--- config.mk ---
export PLATFORM = sky130hd
export DESIGN_NAME = tcw_queue
export DESIGN_NICKNAME = d
export VERILOG_FILES = /design/src/tcw_queue.sv
export SDC_FILE = /design/constraint.sdc
export NUM_CORES = 1
export LEC_CHECK = 0
export BUFFER_PORTS_ARGS = -buffer_cell sky130_fd_sc_hd__clkbuf_2
export CAP_MARGIN = 30
export CORE_MARGIN = 5
export CORE_UTILIZATION = 45
export CTS_CLUSTER_DIAMETER = 80
export DETAILED_ROUTE_END_ITERATION = 12
export GPL_ROUTABILITY_DRIVEN = 0
export HOLD_SLACK_MARGIN = 0.05
export PLACE_DENSITY = 0.7
export SLEW_MARGIN = 10
export SYNTH_ARGS = -nofsm -noshare
export SYNTH_HDL_FRONTEND = slang
export SYNTH_SLANG_ARGS = --single-unit
--- constraint.sdc ---
create_clock -name clk -period 4.04 [get_ports clk]
set_input_delay 0.808 -clock clk [delete_from_list [all_inputs] [get_ports clk]]
set_output_delay 0.808 -clock clk [all_outputs]
set_load 0.1 [all_outputs]
--- src/tcw_queue.sv ---
// Two-entry command queue between front and back end.
// No dependencies.
module tcw_queue #(
  parameter int WIDTH = 32
) (
  input  logic             clk,
  input  logic             rst,
  input  logic             push,
  input  logic [WIDTH-1:0] din,
  output logic             full,
  input  logic             pop,
  output logic             valid,
  output logic [WIDTH-1:0] dout
);

  logic [WIDTH-1:0] slots [2];
  logic             wr_ptr;
  logic             rd_ptr;
  logic [1:0]       count;

  assign full = (count == 2'd2);
  assign valid = (count != 2'd0);
  assign dout = slots[rd_ptr];

  always_ff @(posedge clk) begin
    if (push) begin
      slots[wr_ptr] <= din;
    end
  end

  always_ff @(posedge clk) begin
    if (rst) begin
      wr_ptr <= 1'b0;
      rd_ptr <= 1'b0;
      count <= 2'd0;
    end else begin
      if (push) begin
        wr_ptr <= !wr_ptr;
      end
      if (pop) begin
        rd_ptr <= !rd_ptr;
      end
      count <= count + 2'(push) - 2'(pop);
    end
  end

endmodule

==> reports/summary.txt <==
maximum clock path buffer count -> 2
final WL -> 4370 um
CP Capture Type -> output pin
WP data arrival -> 2000 ps
detailed-route via count -> 1289
first-pass GRT wire length -> 6600 um
Netlist cell types -> 14
area leader, netlist -> edfxtp_1
CTS resizes -> 0
Top Ports -> 70
DRC errors left -> 0
GRT Util Overall -> 12.2%
Area Overhead vs Synth -> 22.6%
RSZ-0062 raised after global routing -> false
Leak -> 0.00134 uW
Peak Freq -> 356 MHz
Vias/cell -> 4.60
Num Clock Sinks -> 69
layout cells sized above 1 -> 57.1%
Worst Hold Class -> register to register
worst endpoint required time -> 3230 ps
Post-CTS Setup Repair Bufs -> 0
reg2reg setup slack -> 2630 ps
die area -> 7610 um^2
DP Wirelength -> 2930 um
Worst Hold Path EP -> rd_ptr
yosys warns -> 0
RR Startpoint -> count[0]
power density cells -> 564 nW/um^2
post-synth top area share -> 71.6%
Slew @ Worst Pin -> 596 ps
max cap viols -> 0
Crit path max-delay family -> flip-flops
Rows -> 28
largest cells by area after synthesis -> edfxtp_1 72%, mux2_4 17%, dfxtp_1 3.7%
dpl cell area -> 3100 um^2
crit-path max cell delay -> 710 ps
IO Port Bufs -> 69
Period Utilization, post-route -> 69.6%
Inserted Clock Buffers -> 9
Worst VDD drop -> 0.329 mV
Critical path buffers and inverters -> 2
post-route cell area -> 3290 um^2
Seq/Total Area, Yosys -> 75.3%
Setup TNS Final -> 0 ps
Final Hold Vio Count -> 0
initial drt markers -> 62
CP max-delay cell -> dfxtp_2
register bit total from synthesis -> 69
GR Overflow Total -> 0
Mean Syn Cell Area -> 22.2 um^2
vias in the first global route -> 1364
DR WL/cell -> 15.6 um
Layout Skew -> 4.00 ps
Startpoint Class -> register
initial antenna violation count -> 0
Die X-Extent -> 87.2 um
Placed Instances -> 263
outcome -> finished clean
largest net degree at the start of global routing -> 33
Final setup viols -> 0
most frequent cells in the layout -> 69 x clkbuf_2, 64 x edfxtp_1, 30 x mux2_4, 9 x clkbuf_8, 5 x clkbuf_1
CTS tree -> built
remaining antenna violation count after routing -> 0
worst hold start -> rd_ptr
cells after synthesis -> 121
initial core utilization -> 45.9%
total power -> 1860 uW
minimum clock period -> 2810 ps
Inserted Diodes -> 0
Min Hold Slack -> 537 ps
Worst-path clk slew -> 60 ps
hold path depth -> 2
FF-to-FF path depth -> 6
Layout Cells excl Fill -> 280
fill count -> 493
WS Path Type -> register to output pin
Cell Area, Synth -> 2690 um^2
Root Driver -> clkbuf_8
DIE HEIGHT -> 87.2 um
CTS Hold Buffers Added -> 0
maximum fanout along the worst path -> 17
Pre-antenna DRT Iters -> 2
Synth Net Count -> 159
Rel. slew slack -> 60.3%
most common cell after layout, fill and taps aside -> clkbuf_2
core box area -> 5850 um^2
worst r2r dst -> count[1]
CP cell instances -> buf_16 -> mux2_2 -> clkbuf_2
H-tree depth -> 3
max-slew violations -> 0
# nets final -> 238
worst skew pair latency -> 320 ps
[cells by family after synthesis]
logic type                 share of synthesized area, %
adders and majority gates                         0.932
buffers and inverters                              2.94
muxes                                              17.6
DFF                                                75.3
xor gates and xnor gates                           1.49
and+or+nand+nor                                    1.72
[layer usage]
layer	vias to the layer above	global-route usage [%]	wire length, um
li1	620	-	-
met1	625	13.7	1700
met2	34	20.4	2320
met3	10	3.03	245
met4	0	7.95	107
met5	-	0	0
[cell usage after synthesis]
master / instances
edfxtp_1: 64
mux2_4: 30
dfxtp_1: 5
nor2_1: 4
buf_12: 3
nor2b_1: 3
ha_1: 2
inv_1: 2
mux2_2: 2
xnor2_1: 2
and2_1: 1
buf_6: 1
or2_2: 1
xnor3_1: 1
[worst min-delay path: cells and delay by family, from the launching register on]
family,cells,cell delay (ps)
flops,1,330
xor+xnor,1,90
simple gates,1,80
[through the flow]
stage	util [%]	worst slack (ps)
floorplan	-	1360
global placement	52.5	1390
detailed placement	52.9	1550
CTS	55.9	1200
global route	56.3	1130
finish	56.3	1230
[flip-flops by register name, indices dropped and copies added (netlist names), named ones only]
name	cells
slots	64
count	2
rd_ptr	1
wr_ptr	1
[where the power goes]
part	total [uW]	leakage, uW	switching [uW]	internal (uW)
sequential	858	0.000643	24.3	833
combinational	496	0.000613	376	120
clock	503	0.0000863	219	285
[worst max path at each step]
stage | start | end | slack (ps) | depth (start not counted)
6_report | register | dout[31] | 1230 | 3
5_1_grt | register | dout[31] | 1130 | 3
4_1_cts | register | dout[31] | 1200 | 3
3_5_place_dp | register | dout[31] | 1550 | 3
3_3_place_gp | register | dout[31] | 1390 | 2
2_1_floorplan | push | slots[0][0] | 1360 | 1
[cell type report]
cell class	instances	area, um^2	share of cell area (%)
clock inverters	2	33.8	1.03
flip-flops and latches	69	2020	61.4
inverters	2	7.51	0.228
repair buffers	72	400	12.2
multi-input cells	46	592	18.0
clock buffers	14	143	4.33
well taps	75	93.8	2.85
Note: power is estimated with default switching activity, not from simulation.
