==> config.mk <==
export PLATFORM = sky130hd
export DESIGN_NAME = tcw_front
export DESIGN_NICKNAME = d
export VERILOG_FILES = /design/src/tcw_pkg.sv /design/src/tcw_front.sv
export SDC_FILE = /design/constraint.sdc
export NUM_CORES = 1
export LEC_CHECK = 0
export ABC_AREA = 1
export BUFFER_PORTS_ARGS = -buffer_cell sky130_fd_sc_hd__buf_2
export CAP_MARGIN = 20
export CORE_UTILIZATION = 37
export DETAILED_ROUTE_END_ITERATION = 10
export GPL_TIMING_DRIVEN = 0
export MAX_ROUTING_LAYER = met4
export PLACE_DENSITY = 0.95
export SKIP_LAST_GASP = 1
export SLEW_MARGIN = 30
export SYNTH_ARGS = -nofsm -noshare
export SYNTH_HDL_FRONTEND = slang
export SYNTH_SLANG_ARGS = --single-unit
==> constraint.sdc <==
create_clock -name vclk -period 2.6
set_input_delay 0.52 -clock vclk [all_inputs]
set_output_delay 0.52 -clock vclk [all_outputs]
set_load 0.05 [all_outputs]
==> src/tcw_pkg.sv <==
// Shared types and constants for the text console writer.
// No dependencies; used by tcw_front, tcw_back and the top level.
package tcw_pkg;

  typedef enum logic [1:0] {
    OP_PUT   = 2'd0,
    OP_CLEAR = 2'd1,
    OP_READ  = 2'd2,
    OP_WRITE = 2'd3
  } op_t;

  typedef enum logic [2:0] {
    K_CHAR    = 3'd0,
    K_NEWLINE = 3'd1,
    K_RETURN  = 3'd2,
    K_TAB     = 3'd3,
    K_CLEAR   = 3'd4,
    K_READ    = 3'd5,
    K_WRITE   = 3'd6,
    K_NONE    = 3'd7
  } kind_t;

  typedef struct packed {
    kind_t      kind;
    logic [7:0] char_code;
    logic [7:0] color;
  } cmd_t;

  localparam logic [7:0] CH_TAB     = 8'd9;
  localparam logic [7:0] CH_NEWLINE = 8'd10;
  localparam logic [7:0] CH_RETURN  = 8'd13;
  localparam logic [7:0] BLANK_CHAR = 8'h20;
  localparam logic [7:0] RESET_ATTR = 8'h07;
  localparam int         TAB_STOP   = 4;

endpackage

==> src/tcw_front.sv <==
// Front end: takes requests, range-checks the cell, forms the cell address
// and classifies the operation into a command. Uses tcw_pkg.
module tcw_front #(
  parameter int COLUMNS = 80,
  parameter int ROWS = 25,
  localparam int AW = $clog2(COLUMNS * ROWS)
) (
  input  logic          request_valid,
  output logic          request_stall,
  input  logic [1:0]    operation,
  input  logic [7:0]    character,
  input  logic [6:0]    cell_column,
  input  logic [4:0]    cell_row,
  input  logic [7:0]    cell_color,
  input  logic          q_full,
  input  logic          back_ready,
  output logic          push,
  output tcw_pkg::cmd_t cmd,
  output logic [AW-1:0] addr
);

  logic in_range;

  assign request_stall = q_full || !back_ready;
  assign push = request_valid && !request_stall;

  assign in_range = (9'(cell_column) < 9'(COLUMNS)) && (8'(cell_row) < 8'(ROWS));
  assign addr = AW'(32'(cell_row) * 32'(COLUMNS) + 32'(cell_column));

  always_comb begin
    cmd.char_code = character;
    cmd.color = cell_color;
    unique case (tcw_pkg::op_t'(operation))
      tcw_pkg::OP_PUT: begin
        unique case (character)
          tcw_pkg::CH_NEWLINE: cmd.kind = tcw_pkg::K_NEWLINE;
          tcw_pkg::CH_RETURN:  cmd.kind = tcw_pkg::K_RETURN;
          tcw_pkg::CH_TAB:     cmd.kind = tcw_pkg::K_TAB;
          default:             cmd.kind = tcw_pkg::K_CHAR;
        endcase
      end
      tcw_pkg::OP_CLEAR: cmd.kind = tcw_pkg::K_CLEAR;
      tcw_pkg::OP_READ:  cmd.kind = in_range ? tcw_pkg::K_READ : tcw_pkg::K_NONE;
      tcw_pkg::OP_WRITE: cmd.kind = in_range ? tcw_pkg::K_WRITE : tcw_pkg::K_NONE;
      default:           cmd.kind = tcw_pkg::K_NONE;
    endcase
  end

endmodule

==> PnR_summary.wiki, run 1 <==
{| class="wikitable"
! Metric !! Value
|-
| Result of the run || complete, but fails checks
|-
| Failing checks || setup timing
|-
| Number of nets in the synthesized netlist || 148
|-
| Worst voltage drop across the vdd grid || 0.000249 V
|-
| Die boundary width || 43.1 um
|-
| Hold EP || addr[0]
|-
| Post-Route Utilization || 0.675
|-
| Ratio of cells with drive above 1 in the final layout || 0.540
|-
| Cell area power density || 374 mW/mm2
|-
| Fraction of power consumed by the clock network || 0
|-
| Total number of vias || 781
|-
| Boundary pin count || 65
|-
| CP Launch Type || primary input
|-
| Post-CTS Hold Fix Bufs || 0
|-
| Initial antenna violation count || 0
|-
| Final Max Slew Viols || 0
|-
| FFs & Latches || 0
|-
| Final total negative setup slack || -0.157 ns
|-
| Row cnt || 14
|-
| Switching portion of total power || 0.656
|-
| Relative max-transition margin || 0.833
|-
| Clock buffer instance count of the final layout || 0
|-
| Pin count of the biggest net entering global routing || 7
|-
| Per-cell via count in the routed design || 4.41
|-
| Hold Path Class || in2out
|-
| Global-route wire length before repair || 2660 um
|-
| Overflow left after global routing || 0
|-
| Setup slack after placement || -0.404 ns
|-
| Ant. Diodes || 0
|-
| Placed instance count || 173
|-
| Maximum frequency from static timing analysis || 373 MHz
|-
| Max Fanout on Critical Path || 3
|-
| Synthesized instance count || 104
|-
| Setup repair after global routing missed its margin || true
|-
| Portion of the post-synthesis area used by sequential elements || 0
|-
| Worst EP required || 2.08 ns
|-
| Post-layout min period || 2.68 ns
|-
| Die area || 0.00186 mm2
|-
| Drt drc || 0
|-
| Proportion of power drawn by flip-flops and latches || 0
|-
| Number of max-cap violations || 0
|-
| Total internal power || 0.134 mW
|-
| Number of buffers inserted by port buffering || 53
|-
| Number of DRC markers after the initial detailed-route iteration || 9
|-
| Worst Setup Slack, final || -0.0788 ns
|-
| Final instance count without filler cells || 177
|-
| Nature of the critical path endpoint || output port
|-
| Area of the mapped netlist || 624 um2
|-
| Most common cell after layout, fill and taps aside || sky130_fd_sc_hd__buf_2
|-
| Post-DP HPWL || 1450 um
|-
| Drt pass-1 iters || 4
|-
| Area growth from synthesis to layout || 66.5%
|-
| Most used cells in the layout excluding fill and tap cells || sky130_fd_sc_hd__buf_2 (49), sky130_fd_sc_hd__nand2_1 (28), sky130_fd_sc_hd__buf_4 (24), sky130_fd_sc_hd__inv_1 (16), sky130_fd_sc_hd__nand3_1 (10)
|-
| Number of nets in the final layout || 207
|-
| DR WL/cell || 9.46 um
|-
| Sequential cell area || 0 um2
|-
| Slew at the pin closest to its max-slew limit || 0.248 ns
|-
| Die boundary height || 43.1 um
|-
| Critical hold path startpoint || cell_column[0]
|-
| Post-route ant nets || 0
|-
| Number of warning messages in the yosys log || 0
|-
| Routability congestion estimate from global placement || 0.711
|-
| Final hold violation count || 0
|-
| Starting Density || 0.405
|-
| Area of the core region || 0.00154 mm2
|-
| Via count of the first global-routing pass || 701
|-
| Number of unique standard cell types used by synthesis || 14
|-
| Worst Path Class, Setup || in2out
|-
| Post-synthesis average cell area || 6.00 um2
|-
| Arrival time reported for the critical path endpoint || 2.16 ns
|-
| Leakage power summed over all cells || 0.651 nW
|-
| Worst hold stages || 2
|-
| Combinational Power Share || 1.000
|-
| Final worst-path cycle share || 1.03
|-
| Net switching power of the design || 0.255 mW
|-
| Routed Wire Length || 1680 um
|-
| Total routing resource utilization after global routing || 0.179
|-
| # setup viols final || 3
|}
-- cells in the mapped netlist --
library cell | instances | area, um2
sky130_fd_sc_hd__nand2_1 | 29 | 109
sky130_fd_sc_hd__buf_4 | 20 | 150
sky130_fd_sc_hd__inv_1 | 17 | 63.8
sky130_fd_sc_hd__nand3_1 | 11 | 55.1
sky130_fd_sc_hd__ha_1 | 9 | 113
sky130_fd_sc_hd__nor2_1 | 6 | 22.5
sky130_fd_sc_hd__nand4_1 | 3 | 18.8
sky130_fd_sc_hd__fa_1 | 2 | 40.0
sky130_fd_sc_hd__xor2_1 | 2 | 17.5
sky130_fd_sc_hd__a21oi_1 | 1 | 5.00
sky130_fd_sc_hd__and2_0 | 1 | 6.26
sky130_fd_sc_hd__nand3_2 | 1 | 10.0
sky130_fd_sc_hd__o21ai_0 | 1 | 5.00
sky130_fd_sc_hd__xnor2_1 | 1 | 8.76
-- metrics by stage --
step                      hold slack (ns)  cell area [um2]  power [mW]
after global placement               1.34              947       0.345
after CTS                            1.34             1020       0.378
after floorplan                      1.21              662       0.280
after detailed placement             1.34              947       0.353
after global routing                 1.34             1040       0.415
final                                1.34             1040       0.389
-- repair_timing --
| item | 4_1_cts | 5_1_grt |
|---|---|---|
| setup buffers | 2 | 2 |
| pin swaps | 8 | 3 |
| endpoints found under the setup margin | 2 | 2 |
| resized for setup | 13 | 1 |
-- kinds of logic (layout without fill, tap and decap cells) --
kind of cell,Yosys count,after routing,synth area share
AND/OR/NAND/NOR,51,51,0.355
buffers and inverters,37,94,0.343
adder cells (fa/ha/maj),11,11,0.244
XOR/XNOR,3,3,0.0421
AO/OA/AOI/OAI,2,2,0.0160
-- layer usage --
layer | routed length, um | GRT usage | vias to the layer above | part of all wire
met1 | 645 | 0.202 | 333 | 0.39
met3 | 80 | 0 | 0 | 0.048
met5 | 0 | - | - | 0
met4 | 0 | 0 | 0 | 0
met2 | 949 | 0.367 | 30 | 0.57
li1 | - | - | 418 | -
-- power groups by stage --
stage	clock (mW)	combinational (mW)	sequential, mW
floorplan	0	0.280	0
global placement	0	0.345	0
detailed placement	0	0.353	0
CTS	0	0.378	0
global route	0	0.415	0
finish	0	0.389	0
-- cell type report --
cell class                      count  area, um2
Tap cell                           16       20.0
Fill cell                         136        502
Inverter                           17       63.8
Buffer                             20        150
Timing Repair Buffer               57        328
Multi-Input combinational cell     67        478
-- how the worst max path moves through the flow --
stage | startpoint | endpoint | slack [ns] | depth (start not counted)
4_1_cts | cell_row[3] | addr[10] | -0.06 | 11
5_1_grt | cell_row[3] | addr[10] | -0.16 | 11
3_3_place_gp | cell_row[1] | addr[10] | -0.36 | 11
6_report | cell_row[3] | addr[10] | -0.08 | 11
2_1_floorplan | cell_row[1] | addr[10] | 0.03 | 9
3_5_place_dp | cell_row[1] | addr[10] | -0.40 | 11
-- critical path: stages --
cell and delay, ns:
sky130_fd_sc_hd__buf_8 0.10, sky130_fd_sc_hd__ha_4 0.24, sky130_fd_sc_hd__ha_4 0.16, sky130_fd_sc_hd__fa_1 0.49
sky130_fd_sc_hd__nand2_1 0.07, sky130_fd_sc_hd__inv_2 0.08, sky130_fd_sc_hd__nand3_2 0.06, sky130_fd_sc_hd__nor2_1 0.08
sky130_fd_sc_hd__nand3_1 0.12, sky130_fd_sc_hd__nand2_4 0.09, sky130_fd_sc_hd__buf_8 0.14
Power figures use the tool's default switching activity.
==> run 2, diff against run 1 <==
--- a/config.mk
+++ b/config.mk
@@ -6,13 +6,13 @@
 export NUM_CORES = 1
 export LEC_CHECK = 0
 export ABC_AREA = 1
-export BUFFER_PORTS_ARGS = -buffer_cell sky130_fd_sc_hd__buf_2
 export CAP_MARGIN = 20
-export CORE_UTILIZATION = 37
+export CORE_UTILIZATION = 40
 export DETAILED_ROUTE_END_ITERATION = 10
+export DONT_BUFFER_PORTS = 1
 export GPL_TIMING_DRIVEN = 0
 export MAX_ROUTING_LAYER = met4
-export PLACE_DENSITY = 0.95
+export PLACE_DENSITY = 0.65
 export SKIP_LAST_GASP = 1
 export SLEW_MARGIN = 30
 export SYNTH_ARGS = -nofsm -noshare
==> run 2 against run 1 <==
Against the previous run: clock-buffer cell count is the same; die area shrank 7.2%; the run now ends clean; first-iteration DRC count shrank 44%; critical endpoint unchanged; maximum frequency grew 4.2%; worst hold slack lost 0.13 ns; worst setup slack gained 0.11 ns; flip-flop and latch count is the same; combinational power shrank 19%.
==> PnR_summary.wiki, run 2 (synthesis results as in run 1) <==
{| class="wikitable"
! Metric !! Value
|-
| Result of the run || finished clean
|-
| Final hold violation count || 0
|-
| Maximum frequency from static timing analysis || 389 MHz
|-
| Worst EP required || 2.08 ns
|-
| Post-Route Utilization || 0.538
|-
| Ant. Diodes || 0
|-
| Worst Path Class, Setup || in2out
|-
| Hold EP || cmd[3]
|-
| Hold Path Class || in2out
|-
| Initial antenna violation count || 0
|-
| Drt pass-1 iters || 4
|-
| Row cnt || 13
|-
| Critical hold path startpoint || cell_color[3]
|-
| # setup viols final || 0
|-
| Routed Wire Length || 1250 um
|-
| Die area || 0.00172 mm2
|-
| Final total negative setup slack || 0 ns
|-
| Worst voltage drop across the vdd grid || 0.000205 V
|-
| Proportion of power drawn by flip-flops and latches || 0
|-
| Routability congestion estimate from global placement || 0.694
|-
| Worst hold stages || 1
|-
| DR WL/cell || 10.4 um
|-
| Setup repair after global routing missed its margin || true
|-
| Total internal power || 0.0843 mW
|-
| Total number of vias || 623
|-
| Nature of the critical path endpoint || output port
|-
| Per-cell via count in the routed design || 5.19
|-
| Final worst-path cycle share || 0.989
|-
| Number of max-cap violations || 0
|-
| Net switching power of the design || 0.233 mW
|-
| Most common cell after layout, fill and taps aside || sky130_fd_sc_hd__nand2_1
|-
| Pin count of the biggest net entering global routing || 7
|-
| Cell area reported after detailed placement || 681 um2
|-
| CP Launch Type || primary input
|-
| Final Power || 0.317 mW
|-
| Arrival time reported for the critical path endpoint || 2.05 ns
|-
| Die boundary width || 41.5 um
|-
| Ratio of cells with drive above 1 in the final layout || 0.352
|-
| Boundary pin count || 65
|-
| Post-layout min period || 2.57 ns
|-
| Total routing resource utilization after global routing || 0.130
|-
| Worst Setup Slack, final || 0.0293 ns
|-
| Final cell area excluding filler cells || 743 um2
|-
| Area of the core region || 0.00138 mm2
|-
| Starting Density || 0.452
|-
| Global-route wire length before repair || 1870 um
|-
| Slew at the pin closest to its max-slew limit || 0.992 ns
|-
| Final Max Slew Viols || 0
|-
| Number of nets in the final layout || 151
|-
| Switching portion of total power || 0.734
|-
| Final Hold Slack || 1.21 ns
|-
| Post-CTS Hold Fix Bufs || 0
|-
| Area growth from synthesis to layout || 19.0%
|-
| Sequential cell area || 0 um2
|-
| Setup slack after placement || -0.0637 ns
|-
| Cell area power density || 427 mW/mm2
|-
| Via count of the first global-routing pass || 460
|-
| Relative max-transition margin || 0.337
|-
| Post-route ant nets || 0
|-
| Post-DP HPWL || 1090 um
|-
| Drt drc || 0
|-
| Number of buffers inserted by port buffering || 0
|-
| Leakage power summed over all cells || 0.420 nW
|-
| Fraction of power consumed by the clock network || 0
|-
| Overflow left after global routing || 0
|-
| Most used cells in the layout excluding fill and tap cells || sky130_fd_sc_hd__nand2_1 (26), sky130_fd_sc_hd__buf_4 (21), sky130_fd_sc_hd__inv_1 (16), sky130_fd_sc_hd__nand3_1 (8)
|-
| Combinational Power Share || 1.000
|-
| Placed instance count || 119
|-
| Number of DRC markers after the initial detailed-route iteration || 5
|-
| Max Fanout on Critical Path || 3
|-
| Clock buffer instance count of the final layout || 0
|-
| Die boundary height || 41.5 um
|-
| FFs & Latches || 0
|-
| Final instance count without filler cells || 120
|}
==> run 2: repair_timing <==
action	in CTS	in global routing
setup buffers	0	1
pin swaps	4	8
endpoints found under the setup margin	2	1
gates cloned	0	0
gates resized for setup	2	9
==> run 2: final cells by class <==
| type | count | area, um2 |
|---|---|---|
| inverter | 17 | 63.8 |
| fill | 139 | 639 |
| multi-input combinational | 67 | 503 |
| buffer | 20 | 150 |
| tap | 15 | 18.8 |
| timing repair buffer | 1 | 7.51 |
==> run 2: critical path: stages <==
cell	delay, ns
sky130_fd_sc_hd__ha_4	0.22
sky130_fd_sc_hd__ha_4	0.16
sky130_fd_sc_hd__fa_2	0.58
sky130_fd_sc_hd__nand2_2	0.06
sky130_fd_sc_hd__inv_2	0.06
sky130_fd_sc_hd__nand3_2	0.06
sky130_fd_sc_hd__nor2_2	0.12
sky130_fd_sc_hd__nand3_2	0.10
sky130_fd_sc_hd__nand2_4	0.16
==> run 2: layer usage <==
| layer | routed length (um) | GRT usage |
|---|---|---|
| met1 | 496 | 0.172 |
| met2 | 604 | 0.222 |
| met3 | 146 | 0.0217 |
| met4 | 0 | 0 |
| met5 | 0 | - |
==> run 2: worst max-delay path by stage <==
stage	to	depth (start not counted)	slack, ns	startpoint
finish	addr[10]	9	0.03	cell_row[3]
global route	addr[9]	8	-0.02	cell_row[3]
CTS	addr[10]	9	-0.002	cell_row[1]
detailed placement	addr[10]	9	-0.06	cell_row[1]
global placement	addr[10]	9	-0.05	cell_row[1]
floorplan	addr[10]	9	0.03	cell_row[1]
==> run 2: power by group through the flow <==
stage               registers (mW)  logic (mW)  clock network, mW
floorplan                        0       0.280                  0
global placement                 0       0.293                  0
detailed placement               0       0.295                  0
CTS                              0       0.300                  0
global route                     0       0.336                  0
finish                           0       0.317                  0
==> run 3, diff against run 2 <==
--- a/config.mk
+++ b/config.mk
@@ -13,6 +13,7 @@
 export GPL_TIMING_DRIVEN = 0
 export MAX_ROUTING_LAYER = met4
 export PLACE_DENSITY = 0.65
+export RECOVER_POWER = 50
 export SKIP_LAST_GASP = 1
 export SLEW_MARGIN = 30
 export SYNTH_ARGS = -nofsm -noshare
==> run 3 against run 2 <==
Against the previous run: cell count stayed put; sequential share of layout area stayed put; maximum frequency about the same; critical path depth did not move; global-route usage did not move; largest cell class unchanged; largest power group unchanged.
==> PnR_summary.wiki, run 3 (synthesis results as in run 1) <==
{| class="wikitable"
! Metric !! Value
|-
| Cell area reported after detailed placement || 681 um2
|-
| Via count of the first global-routing pass || 460
|-
| Per-cell via count in the routed design || 5.19
|-
| Global-route wire length before repair || 1870 um
|-
| Number of nets in the final layout || 151
|-
| Cell area power density || 446 mW/mm2
|-
| Area of the core region || 0.00138 mm2
|-
| Pin count of the biggest net entering global routing || 7
|-
| Drt pass-1 iters || 4
|-
| Hold Path Class || in2out
|-
| CP Launch Type || primary input
|-
| Arrival time reported for the critical path endpoint || 2.05 ns
|-
| Final Max Slew Viols || 0
|-
| Worst Path Class, Setup || in2out
|-
| Post-layout min period || 2.57 ns
|-
| Starting Density || 0.452
|-
| Final Hold Slack || 1.21 ns
|-
| Leakage power summed over all cells || 0.365 nW
|-
| Final worst-path cycle share || 0.989
|-
| Final hold violation count || 0
|-
| FFs & Latches || 0
|-
| Total number of vias || 623
|-
| DR WL/cell || 10.5 um
|-
| Die area || 0.00172 mm2
|-
| Sequential cell area || 0 um2
|-
| Final Power || 0.306 mW
|-
| Boundary pin count || 65
|-
| Die boundary height || 41.5 um
|-
| Relative max-transition margin || 0.337
|-
| Most used cells in the layout excluding fill and tap cells || sky130_fd_sc_hd__nand2_1 (26), sky130_fd_sc_hd__inv_1 (16), sky130_fd_sc_hd__clkbuf_1 (15), sky130_fd_sc_hd__nand3_1 (8), sky130_fd_sc_hd__buf_4 (6)
|-
| Ant. Diodes || 0
|-
| Number of buffers inserted by port buffering || 0
|-
| Routability congestion estimate from global placement || 0.694
|-
| Overflow left after global routing || 0
|-
| Row cnt || 13
|-
| Nature of the critical path endpoint || output port
|-
| Final total negative setup slack || 0 ns
|-
| Area growth from synthesis to layout || 10.0%
|-
| Initial antenna violation count || 0
|-
| Die boundary width || 41.5 um
|-
| Max Fanout on Critical Path || 3
|-
| # fillers || 150
|-
| Drt drc || 0
|-
| Worst voltage drop across the vdd grid || 0.000204 V
|-
| Final cell area excluding filler cells || 687 um2
|-
| Setup repair after global routing missed its margin || true
|-
| Number of max-cap violations || 0
|-
| Area of combinational cells with multiple inputs || 503 um2
|-
| Routed Wire Length || 1250 um
|-
| Post-DP HPWL || 1090 um
|-
| Post-route ant nets || 0
|-
| Most common cell after layout, fill and taps aside || sky130_fd_sc_hd__nand2_1
|-
| Ratio of cells with drive above 1 in the final layout || 0.210
|-
| Worst EP required || 2.08 ns
|-
| Maximum frequency from static timing analysis || 389 MHz
|-
| Result of the run || finished clean
|-
| # setup viols final || 0
|-
| Total routing resource utilization after global routing || 0.130
|-
| Slew at the pin closest to its max-slew limit || 0.992 ns
|-
| Post-Route Utilization || 0.497
|-
| Clock buffer instance count of the final layout || 0
|-
| Number of DRC markers after the initial detailed-route iteration || 7
|}
==> run 3: worst paths after layout <==
check       end  slack [ns]  cells past startpoint     startpoint
max    addr[10]        0.03                      9    cell_row[3]
min      cmd[6]        1.21                      1  cell_color[6]
==> run 3: area by class of cell <==
cell class,count,share of cell area
plain buffers,20,0.137
multi-input cells,67,0.732
repair buffers,1,0.0109
inverters,17,0.0929
well taps,15,0.0273
==> run 3: where the power goes <==
group / internal, mW / switching [mW]
combinational: 0.0735 / 0.233
sequential: 0 / 0
clock: 0 / 0
total: 0.0735 / 0.233
==> run 3: per-layer routing <==
metal  up-vias  global-route usage  wire length, um
met1       271               0.172              499
li1        308                   -                -
met4         0                   0                0
met5         -                   -                0
met3         0              0.0217              157
met2        44               0.222              597
==> run 3: repair_timing <==
item / CTS / global route
pin swaps: 4 / 8
hold buffers: 0 / 0
resized for setup: 2 / 9
setup buffers: 0 / 1
cloned: 0 / 0
setup endpoints to repair: 2 / 1
hold endpoints to repair: 0 / 0
==> run 3: per-stage QoR <==
step,instances,worst slack (ns)
4_1_cts,119,-0.00212
6_report,120,0.0293
3_3_place_gp,119,-0.0511
3_5_place_dp,119,-0.0637
5_1_grt,120,-0.0222
2_1_floorplan,104,0.0263
==> run 3: worst max-delay path, stage by stage <==
cell	delay (ns)
sky130_fd_sc_hd__ha_4	0.22
sky130_fd_sc_hd__ha_4	0.16
sky130_fd_sc_hd__fa_2	0.58
sky130_fd_sc_hd__nand2_2	0.06
sky130_fd_sc_hd__inv_2	0.06
sky130_fd_sc_hd__nand3_2	0.06
sky130_fd_sc_hd__nor2_2	0.12
sky130_fd_sc_hd__nand3_2	0.10
sky130_fd_sc_hd__nand2_4	0.16
